--- src/hw/rtl/smcs_pkg.sv ---
package smcs_pkg;

    localparam int COLUMNS_DEF = 8;
    localparam int ROWS_DEF    = 16;

    localparam logic [7:0] BEAT_LIMIT_RESET = 8'd48;

    localparam logic [3:0] FUNC_TICK        = 4'd0;
    localparam logic [3:0] FUNC_WRITE_COL   = 4'd1;
    localparam logic [3:0] FUNC_OPEN_SHOW   = 4'd2;
    localparam logic [3:0] FUNC_OPEN_SINGLE = 4'd3;
    localparam logic [3:0] FUNC_OPEN_LEVELS = 4'd4;
    localparam logic [3:0] FUNC_UP          = 4'd5;
    localparam logic [3:0] FUNC_DOWN        = 4'd6;
    localparam logic [3:0] FUNC_ENTER       = 4'd7;
    localparam logic [3:0] FUNC_EXIT        = 4'd8;

    localparam logic [1:0] MODE_INACTIVE = 2'd0;
    localparam logic [1:0] MODE_VIEW     = 2'd1;
    localparam logic [1:0] MODE_SINGLE   = 2'd2;
    localparam logic [1:0] MODE_LEVELS   = 2'd3;

    typedef struct packed {
        logic [3:0]  func;
        logic [2:0]  column;
        logic [15:0] row_bits;
    } item_t;

    typedef struct packed {
        logic [1:0] mode;
        logic [2:0] cursor_column;
        logic [3:0] cursor_row;
        logic       cursor_closed;
        logic       redraw;
    } result_t;

    typedef struct packed {
        logic load;
        logic scan;
        logic fetch;
    } cmd_t;

    typedef struct packed {
        logic seek;
        logic scan_done;
    } status_t;

endpackage

--- src/hw/rtl/smcs_ctrl.sv ---
module smcs_ctrl (
    input  logic             clk,
    input  logic             rst_n,
    input  logic             start,
    input  smcs_pkg::status_t status,
    output smcs_pkg::cmd_t    cmd,
    output logic             busy,
    output logic             done
);
    import smcs_pkg::*;

    localparam logic [1:0] ST_IDLE  = 2'd0;
    localparam logic [1:0] ST_SCAN  = 2'd1;
    localparam logic [1:0] ST_FETCH = 2'd2;
    localparam logic [1:0] ST_RESP  = 2'd3;

    logic [1:0] state_reg;
    logic [1:0] state_next;

    always_comb
    begin
        state_next = state_reg;
        cmd        = '0;
        done       = 1'b0;
        case (state_reg)
            ST_IDLE:
            begin
                if (start)
                begin
                    cmd.load   = 1'b1;
                    state_next = status.seek ? ST_SCAN : ST_FETCH;
                end
            end
            ST_SCAN:
            begin
                cmd.scan = 1'b1;
                if (status.scan_done)
                begin
                    state_next = ST_FETCH;
                end
            end
            ST_FETCH:
            begin
                cmd.fetch  = 1'b1;
                state_next = ST_RESP;
            end
            ST_RESP:
            begin
                done       = 1'b1;
                state_next = ST_IDLE;
            end
            default:
            begin
                state_next = ST_IDLE;
            end
        endcase
    end

    assign busy = (state_reg != ST_IDLE);

    always_ff @(posedge clk or negedge rst_n)
    begin
        if (!rst_n)
        begin
            state_reg <= ST_IDLE;
        end
        else
        begin
            state_reg <= state_next;
        end
    end

endmodule

--- src/hw/rtl/smcs_datapath.sv ---
module smcs_datapath #(
    parameter int COLUMNS = smcs_pkg::COLUMNS_DEF,
    parameter int ROWS    = smcs_pkg::ROWS_DEF
) (
    input  logic              clk,
    input  logic              rst_n,
    input  smcs_pkg::item_t   item,
    input  smcs_pkg::cmd_t    cmd,
    input  logic              beat_limit_we,
    input  logic [7:0]        beat_limit_data,
    output smcs_pkg::status_t status,
    output smcs_pkg::result_t result
);
    import smcs_pkg::*;

    localparam int COL_W = $clog2(COLUMNS);
    localparam int ROW_W = $clog2(ROWS);
    localparam int K_W   = $clog2(COLUMNS + 2);
    localparam int S_W   = $clog2(2 * COLUMNS + 1);

    logic [ROWS-1:0]  mem [COLUMNS];
    logic [COLUMNS-1:0] valid_reg;
    logic [ROWS-1:0]  rd_data_reg;
    logic             rd_ok_reg;

    logic [1:0]       mode_reg, mode_next;
    logic [COL_W-1:0] cur_col_reg, cur_col_next;
    logic [ROW_W-1:0] cur_row_reg, cur_row_next;
    logic [7:0]       beat_reg, beat_next;
    logic [7:0]       limit_reg;
    logic             redraw_reg, redraw_next;
    logic [K_W-1:0]   scan_k_reg, scan_k_next;
    logic             chk_valid_reg, chk_valid_next;
    logic [K_W-1:0]   chk_k_reg, chk_k_next;
    logic [COL_W-1:0] chk_col_reg, chk_col_next;

    logic [7:0]       beat_inc;
    logic             tick_adv;
    logic             col_ok;
    logic [COL_W-1:0] wr_addr;
    logic             mem_we;
    logic             rd_en;
    logic [COL_W-1:0] rd_addr;
    logic             issue_ok;
    logic [S_W-1:0]   issue_sum;
    logic [COL_W-1:0] issue_addr;
    logic [ROWS-1:0]  word;
    logic [ROWS-1:0]  le_mask;
    logic [ROWS-1:0]  masked;
    logic             chk_first;
    logic             chk_last;
    logic             hit;
    logic [ROW_W-1:0] hit_row;
    logic             scan_done;

    assign beat_inc = beat_reg + 8'd1;
    assign tick_adv = (item.func == FUNC_TICK) && (mode_reg == MODE_LEVELS)
                      && (beat_inc > limit_reg);
    assign col_ok   = (int'(item.column) < COLUMNS);
    assign wr_addr  = COL_W'(item.column);
    assign mem_we   = cmd.load && (item.func == FUNC_WRITE_COL) && col_ok;

    assign issue_ok   = (scan_k_reg <= K_W'(COLUMNS));
    assign issue_sum  = S_W'(cur_col_reg) + S_W'(scan_k_reg);
    assign issue_addr = (issue_sum >= S_W'(COLUMNS)) ? COL_W'(issue_sum - S_W'(COLUMNS))
                                                      : COL_W'(issue_sum);
    assign rd_en      = (cmd.scan && issue_ok) || cmd.fetch;
    assign rd_addr    = cmd.fetch ? cur_col_reg : issue_addr;

    assign word      = rd_ok_reg ? rd_data_reg : '0;
    assign chk_first = (chk_k_reg == '0);
    assign chk_last  = (chk_k_reg == K_W'(COLUMNS));

    always_comb
    begin
        for (int i = 0; i < ROWS; i++)
        begin
            le_mask[i] = (i <= int'(cur_row_reg));
        end
    end

    always_comb
    begin
        if (chk_first)
        begin
            masked = word & ~le_mask;
        end
        else if (chk_last)
        begin
            masked = word & le_mask;
        end
        else
        begin
            masked = word;
        end
    end

    always_comb
    begin
        hit_row = '0;
        for (int i = ROWS - 1; i >= 0; i--)
        begin
            if (masked[i])
            begin
                hit_row = ROW_W'(i);
            end
        end
    end

    assign hit       = |masked;
    assign scan_done = cmd.scan && chk_valid_reg && (hit || chk_last);

    assign status.seek      = tick_adv || (item.func == FUNC_OPEN_LEVELS);
    assign status.scan_done = scan_done;

    always_comb
    begin
        mode_next      = mode_reg;
        cur_col_next   = cur_col_reg;
        cur_row_next   = cur_row_reg;
        beat_next      = beat_reg;
        redraw_next    = redraw_reg;
        scan_k_next    = scan_k_reg;
        chk_valid_next = cmd.scan && issue_ok;
        chk_k_next     = scan_k_reg;
        chk_col_next   = issue_addr;

        if (cmd.load)
        begin
            redraw_next = 1'b0;
            scan_k_next = '0;
            case (item.func)
                FUNC_TICK:
                begin
                    if (mode_reg == MODE_LEVELS)
                    begin
                        if (tick_adv)
                        begin
                            beat_next   = '0;
                            redraw_next = 1'b1;
                        end
                        else
                        begin
                            beat_next = beat_inc;
                        end
                    end
                end
                FUNC_OPEN_SHOW:
                begin
                    mode_next = MODE_VIEW;
                end
                FUNC_OPEN_SINGLE:
                begin
                    mode_next    = MODE_SINGLE;
                    cur_col_next = '0;
                    cur_row_next = '0;
                end
                FUNC_OPEN_LEVELS:
                begin
                    mode_next    = MODE_LEVELS;
                    beat_next    = '0;
                    cur_col_next = '0;
                    cur_row_next = '0;
                end
                FUNC_UP:
                begin
                    if (cur_col_reg == '0)
                    begin
                        cur_col_next = COL_W'(COLUMNS - 1);
                        cur_row_next = (cur_row_reg == '0) ? ROW_W'(ROWS - 1)
                                                           : cur_row_reg - ROW_W'(1);
                    end
                    else
                    begin
                        cur_col_next = cur_col_reg - COL_W'(1);
                    end
                end
                FUNC_DOWN:
                begin
                    if (cur_col_reg == COL_W'(COLUMNS - 1))
                    begin
                        cur_col_next = '0;
                        cur_row_next = (cur_row_reg == ROW_W'(ROWS - 1)) ? '0
                                                           : cur_row_reg + ROW_W'(1);
                    end
                    else
                    begin
                        cur_col_next = cur_col_reg + COL_W'(1);
                    end
                end
                FUNC_ENTER:
                begin
                    cur_row_next = (cur_row_reg == ROW_W'(ROWS - 1)) ? '0
                                                       : cur_row_reg + ROW_W'(1);
                end
                FUNC_EXIT:
                begin
                    mode_next = MODE_INACTIVE;
                end
                default:
                begin
                end
            endcase
        end

        if (cmd.scan && issue_ok)
        begin
            scan_k_next = scan_k_reg + K_W'(1);
        end

        if (scan_done)
        begin
            if (hit)
            begin
                cur_col_next = chk_col_reg;
                cur_row_next = hit_row;
            end
            else
            begin
                cur_col_next = '0;
                cur_row_next = '0;
            end
        end
    end

    always_ff @(posedge clk)
    begin
        if (mem_we)
        begin
            mem[wr_addr] <= ROWS'(item.row_bits);
        end
        if (rd_en)
        begin
            rd_data_reg <= mem[rd_addr];
        end
    end

    always_ff @(posedge clk or negedge rst_n)
    begin
        if (!rst_n)
        begin
            valid_reg     <= '0;
            rd_ok_reg     <= 1'b0;
            mode_reg      <= MODE_INACTIVE;
            cur_col_reg   <= '0;
            cur_row_reg   <= '0;
            beat_reg      <= '0;
            limit_reg     <= BEAT_LIMIT_RESET;
            redraw_reg    <= 1'b0;
            scan_k_reg    <= '0;
            chk_valid_reg <= 1'b0;
            chk_k_reg     <= '0;
            chk_col_reg   <= '0;
        end
        else
        begin
            if (mem_we)
            begin
                valid_reg[wr_addr] <= 1'b1;
            end
            if (rd_en)
            begin
                rd_ok_reg <= valid_reg[rd_addr];
            end
            if (beat_limit_we)
            begin
                limit_reg <= beat_limit_data;
            end
            mode_reg      <= mode_next;
            cur_col_reg   <= cur_col_next;
            cur_row_reg   <= cur_row_next;
            beat_reg      <= beat_next;
            redraw_reg    <= redraw_next;
            scan_k_reg    <= scan_k_next;
            chk_valid_reg <= chk_valid_next;
            chk_k_reg     <= chk_k_next;
            chk_col_reg   <= chk_col_next;
        end
    end

    assign result.mode          = mode_reg;
    assign result.cursor_column = 3'(cur_col_reg);
    assign result.cursor_row    = 4'(cur_row_reg);
    assign result.cursor_closed = word[cur_row_reg];
    assign result.redraw        = redraw_reg;

endmodule

--- src/hw/rtl/switch_matrix_cursor_scanner_top.sv ---
// Switch-matrix test cursor with column-major search for the next closed switch.
// An item is presented on item together with start and is accepted at a rising
// edge where start is high and busy is low. Each accepted item produces exactly
// one result on result, valid for the single cycle in which done is high; the
// receiver must take it then, as there is no back-pressure.
// The beat limit register is to be written through beat_limit_we and
// beat_limit_data only while the block is idle; the block does not enforce this.
// Items that do not move the cursor by search go through the fetch and response
// states; the result shows in the response state, and busy drops after it.
// A tick that advances the beat, and open-levels, run a search that reads one
// column word per cycle from the switch memory through its single read port,
// at most COLUMNS + 1 reads, with the read data registered before it is checked.
// Reset clears the switch matrix, the mode, the cursor and the beat count, and
// sets the beat limit to 48.
module switch_matrix_cursor_scanner_top #(
    parameter int COLUMNS = smcs_pkg::COLUMNS_DEF,
    parameter int ROWS    = smcs_pkg::ROWS_DEF
) (
    input  logic              clk,
    input  logic              rst_n,
    input  logic              start,
    input  smcs_pkg::item_t   item,
    output logic              busy,
    output logic              done,
    output smcs_pkg::result_t result,
    input  logic              beat_limit_we,
    input  logic [7:0]        beat_limit_data
);
    import smcs_pkg::*;

    cmd_t    cmd;
    status_t status;

    smcs_ctrl u_ctrl (
        .clk    (clk),
        .rst_n  (rst_n),
        .start  (start),
        .status (status),
        .cmd    (cmd),
        .busy   (busy),
        .done   (done)
    );

    smcs_datapath #(
        .COLUMNS (COLUMNS),
        .ROWS    (ROWS)
    ) u_datapath (
        .clk             (clk),
        .rst_n           (rst_n),
        .item            (item),
        .cmd             (cmd),
        .beat_limit_we   (beat_limit_we),
        .beat_limit_data (beat_limit_data),
        .status          (status),
        .result          (result)
    );

`ifndef SYNTHESIS
    a_done_busy: assert property (@(posedge clk) disable iff (!rst_n)
        done |-> busy)
        else $error("done raised while idle");

    a_accept_no_done: assert property (@(posedge clk) disable iff (!rst_n)
        (start && !busy) |=> !done)
        else $error("result in the cycle right after acceptance");

    a_done_release: assert property (@(posedge clk) disable iff (!rst_n)
        done |=> !busy)
        else $error("busy held after the result");

    a_redraw_levels: assert property (@(posedge clk) disable iff (!rst_n)
        (done && result.redraw) |-> (result.mode == MODE_LEVELS))
        else $error("redraw outside levels mode");
`endif

endmodule
--- config.mk ---
export PLATFORM = sky130hd
export DESIGN_NAME = switch_matrix_cursor_scanner_top
export DESIGN_NICKNAME = d
export VERILOG_FILES = /design/src/hw/rtl/smcs_pkg.sv /design/src/hw/rtl/smcs_ctrl.sv /design/src/hw/rtl/smcs_datapath.sv /design/src/hw/rtl/switch_matrix_cursor_scanner_top.sv
export SDC_FILE = /design/constraint.sdc
export NUM_CORES = 1
export LEC_CHECK = 0
export BUFFER_PORTS_ARGS = -buffer_cell sky130_fd_sc_hd__buf_2
export CORE_MARGIN = 2
export CORE_UTILIZATION = 48
export DETAILED_ROUTE_END_ITERATION = 7
export GPL_TIMING_DRIVEN = 0
export PLACE_DENSITY = 0.62
export SETUP_SLACK_MARGIN = 0.02
export SYNTH_ARGS = -nofsm -noshare
export SYNTH_HDL_FRONTEND = slang
export SYNTH_SLANG_ARGS = --single-unit
--- constraint.sdc ---
create_clock -name clk -period 8.6 [get_ports clk]
set_clock_uncertainty 0.2 [all_clocks]
set_input_delay 0.43 -clock clk [delete_from_list [all_inputs] [get_ports clk]]
set_output_delay 0.43 -clock clk [all_outputs]
set_load 0.05 [all_outputs]
==> reports/metrics.cfg <==
[global_route]
wire_length_of_the_first_global_routing_pass_mm=32.9
grt_pass1_vias=5949
antenna_found_initial=0
grt.met2_usage_pct=36.7
globalRouteMet3Util_pct=3.49
grt-busiest-layer=met2
overflow_left_after_global_routing=0
maximum_number_of_pins_on_one_net_before_global_route_repair=50
globalRouteMet1Util_pct=27.9
grt.total_usage_pct=21.6

[logic_synthesis]
synthDominantAreaCellType=sky130_fd_sc_hd__edfxtp_1
fraction_of_the_mapped_netlist_area_in_compound_gates_pct=11.3
syn-instance-count=681
yosys.area_share.simple_pct=9.34
prevailing_post_synth_register_cell=sky130_fd_sc_hd__edfxtp_1
synthAdderAreaFrac_pct=3.59
async_flop_share_pct=25.4
synth.avg_cell_area_um2=13.6
synth.yosys.seq_area_share_pct=59.8
post_synth_instance_area_um2=9280
flip_flop_and_latch_count_after_synthesis=193
synth.mux.area_fraction_pct=11.9
yosys_warnings=0
synth_largest_type_area_fraction_pct=46.6
mappedNetlistNets=742
synth-edff-count=144
synth_top_family_by_area=multiplexers
synth_xor_xnor_area_share_pct=1.23
synthTopCellsByArea=sky130_fd_sc_hd__edfxtp_1 (47%), sky130_fd_sc_hd__dfrtp_1 (13%), sky130_fd_sc_hd__mux4_2 (9.0%)
yosysUniqueCellTypes=76

[power]
total_switching_power_mw=1.53
leakagePower_nw=3.93
clock_power_share_pct=19.9
vdd_ir_drop_max_v=0.000184
powerDensity_nw_per_um2=374
power_frac_comb_pct=47.9
switching_share_pct=38.7
p_seq_share_pct=32.2
cellInternalPower_mw=2.43

[critical_path]
critPathCaptureType=flip-flop
critical_path.slowest_cell=sky130_fd_sc_hd__buf_1
critPathMaxStageDelay_ps=560
worst-path-max-fanout=10
arrival_time_of_the_worst_setup_path_ps=4620
crit_path_cell_trace=buf_1, inv_1, ha_1, o31ai_2, o221ai_1, a21oi_1, or4b_1, or4_4, o211ai_4, nand2b_2, a2bb2oi_1
required_ps=8700
worst_setup_path_start_kind=flip-flop
path_class=reg -> reg

[drt]
routed_wirelength_mm=21.0
vias_per_cell=5.83
drt.antenna.violating_nets=0
drt_iter0_drc=434
drt_pre_antenna_iters=6
route.vias.total=5994
drt_drc_violations_left=0
routed_wire_length_per_instance_um=20.4

[clocking]
cts-buffers-inserted=17
cts_root_buf=sky130_fd_sc_hd__clkbuf_16
cts_tree=yes
cts.clk_slew.worst_paths_ps=70
cts_post_setup_buffers_inserted=0
cts_num_sinks=193
clk-insertion-delay-late_ps=430
cts_repair_resize_count=0
cts-htree-levels=4
cts.hold.buffers_added=0
cts.path.max_buffers=2

[timing]
slew_viol_final=0
worst_pin_slew_ps=1160
setup_total_negative_slack_ps=0
slew-limit-headroom_pct=20.8
setup-violations-final=0
timing_hold_violations_final=1
achievable-frequency_ghz=0.221
hold_slack_ps=-2.01
final_cycle_utilization_of_the_critical_path_pct=52.6
grt_setup_unrepaired=false
minimum_clock_period_ps=4530

[outcome]
failed_checks=hold timing
status=finished with violations

[finish]
flow.area_growth_from_synthesis_pct=14.0
finalNetCount=816
largest_reg_flops=128
share_of_layout_cells_above_drive_strength_1_pct=23.8
finish.instance_area_um2=10600
fillers=1511
n_antenna_cell=0

[floorplan]
core_area_um2=18800
floorplan.initialDensity_pct=49.3
i_o_pin_cnt=48
placementRows=50
die-area_um2=20500
die_x_um=143
die_h_um=143

[min_path]
hp-class=in -> async

[placed_design]
dpl-instance-area_um2=9990
place.detailed.hpwl_mm=15.5
globalplace.congestion=0.949
port_buffers=46

[run]
max-cap-violations=0

-- layout by cell type (no fill, tap or decap), types with 8 or more instances in the layout --
cell,n
sky130_fd_sc_hd__ha_1,25
sky130_fd_sc_hd__dfrtp_1,47
sky130_fd_sc_hd__mux2i_1,8
sky130_fd_sc_hd__clkbuf_1,20
sky130_fd_sc_hd__or2_2,11
sky130_fd_sc_hd__edfxtp_1,144
sky130_fd_sc_hd__buf_2,48
sky130_fd_sc_hd__a21oi_1,28
sky130_fd_sc_hd__and2_1,8
sky130_fd_sc_hd__clkbuf_16,17
sky130_fd_sc_hd__nand3_1,20
sky130_fd_sc_hd__inv_1,24
sky130_fd_sc_hd__buf_8,8
sky130_fd_sc_hd__nor2_1,26
sky130_fd_sc_hd__mux2_2,17
sky130_fd_sc_hd__o21ai_0,49
sky130_fd_sc_hd__and3_1,8
sky130_fd_sc_hd__mux4_2,37
sky130_fd_sc_hd__nand2_1,63
sky130_fd_sc_hd__xnor2_1,10
-- kinds of logic after synthesis --
kind of cell / after synthesis
AOI/OAI and AO/OA: 153
buffers and inverters: 57
and+or+nand+nor: 177
DFF: 193
muxes: 62
xor gates and xnor gates: 13
adders and majority gates: 26
-- synth_stat cells, types with 4 or more instances --
master,n
sky130_fd_sc_hd__clkbuf_1,20
sky130_fd_sc_hd__a21oi_1,28
sky130_fd_sc_hd__mux4_2,37
sky130_fd_sc_hd__and3_1,8
sky130_fd_sc_hd__o31ai_1,5
sky130_fd_sc_hd__o21ai_2,4
sky130_fd_sc_hd__a31oi_1,6
sky130_fd_sc_hd__inv_1,24
sky130_fd_sc_hd__o22ai_1,4
sky130_fd_sc_hd__a211oi_1,4
sky130_fd_sc_hd__or2_2,11
sky130_fd_sc_hd__mux2i_1,8
sky130_fd_sc_hd__a2bb2oi_1,5
sky130_fd_sc_hd__a21boi_0,4
sky130_fd_sc_hd__mux2_2,17
sky130_fd_sc_hd__o221ai_1,4
sky130_fd_sc_hd__buf_6,6
sky130_fd_sc_hd__xnor2_1,10
sky130_fd_sc_hd__ha_1,25
sky130_fd_sc_hd__nor2_1,32
sky130_fd_sc_hd__edfxtp_1,144
sky130_fd_sc_hd__o211ai_1,5
sky130_fd_sc_hd__dfrtp_1,47
sky130_fd_sc_hd__and2_1,8
sky130_fd_sc_hd__o21ai_0,49
sky130_fd_sc_hd__nand2_1,63
sky130_fd_sc_hd__nand2b_1,6
sky130_fd_sc_hd__nand3_1,20
sky130_fd_sc_hd__nor3_1,6
-- final cells by class --
type	count	area, um^2	area share [%]
buffer	32	171	1.62
inverter	25	93.8	0.887
sequential	193	5550	52.5
tap	260	325	3.07
clock inverter	15	171	1.62
timing repair buffer	55	354	3.35
multi-input combinational	431	3490	33.0
clock buffer	17	425	4.02
-- worst paths after layout --
kind                                                start                        end  slack, ps  depth (start not counted)
worst max-delay path            u_datapath.cur_row_reg[0]  u_datapath.cur_row_reg[1]       4070                         11
worst min-delay path                                rst_n  u_datapath.cur_row_reg[3]         -2                          1
worst max register to register  u_datapath.cur_row_reg[0]  u_datapath.cur_row_reg[1]       4070                         11
worst min register to register   u_datapath.chk_k_next[3]    u_datapath.chk_k_reg[3]        250                          0
max in group asynchronous                           rst_n       u_datapath.rd_ok_reg       7500                          1
min in group clk                       beat_limit_data[2]    u_datapath.limit_reg[2]         20                          3
-- per-stage QoR --
stage               power (mW)  util, %  hold slack, ps  worst slack, ps  instances
global route              4.20     56.2            20.6             3930       1028
global placement          3.16     52.2             219             4170        987
floorplan                 2.67        -           -65.6             4690        681
finish                    3.96     56.2           -2.01             4070       1028
detailed placement        3.19     53.0             210             4160        996
CTS                       3.99     56.2            11.7             4130       1028
-- power groups by stage --
stage	registers [mW]	logic, mW	clock network (mW)
CTS	1.28	1.91	0.807
global route	1.29	2.07	0.843
detailed placement	1.30	1.89	0
floorplan	1.31	1.36	0
global placement	1.29	1.86	0
finish	1.28	1.90	0.789
-- worst max-delay path: cells and delay by family, from the launching register on --
| family | cells | cell delay (ps) |
|---|---|---|
| compound gates | 5 | 1440 |
| fa+ha+maj | 1 | 340 |
| buf+inv | 2 | 750 |
| flops | 1 | 520 |
| simple gates | 3 | 1160 |
-- metal layers --
layer | part of all wire, % | up-vias | wire length (um)
met5 | 0 | - | 0
met4 | 2.5 | 0 | 521
met3 | 3.7 | 40 | 777
met2 | 51 | 173 | 10600
met1 | 43 | 3009 | 9050
li1 | - | 2772 | -
Note: power is estimated with default switching activity, not from simulation.
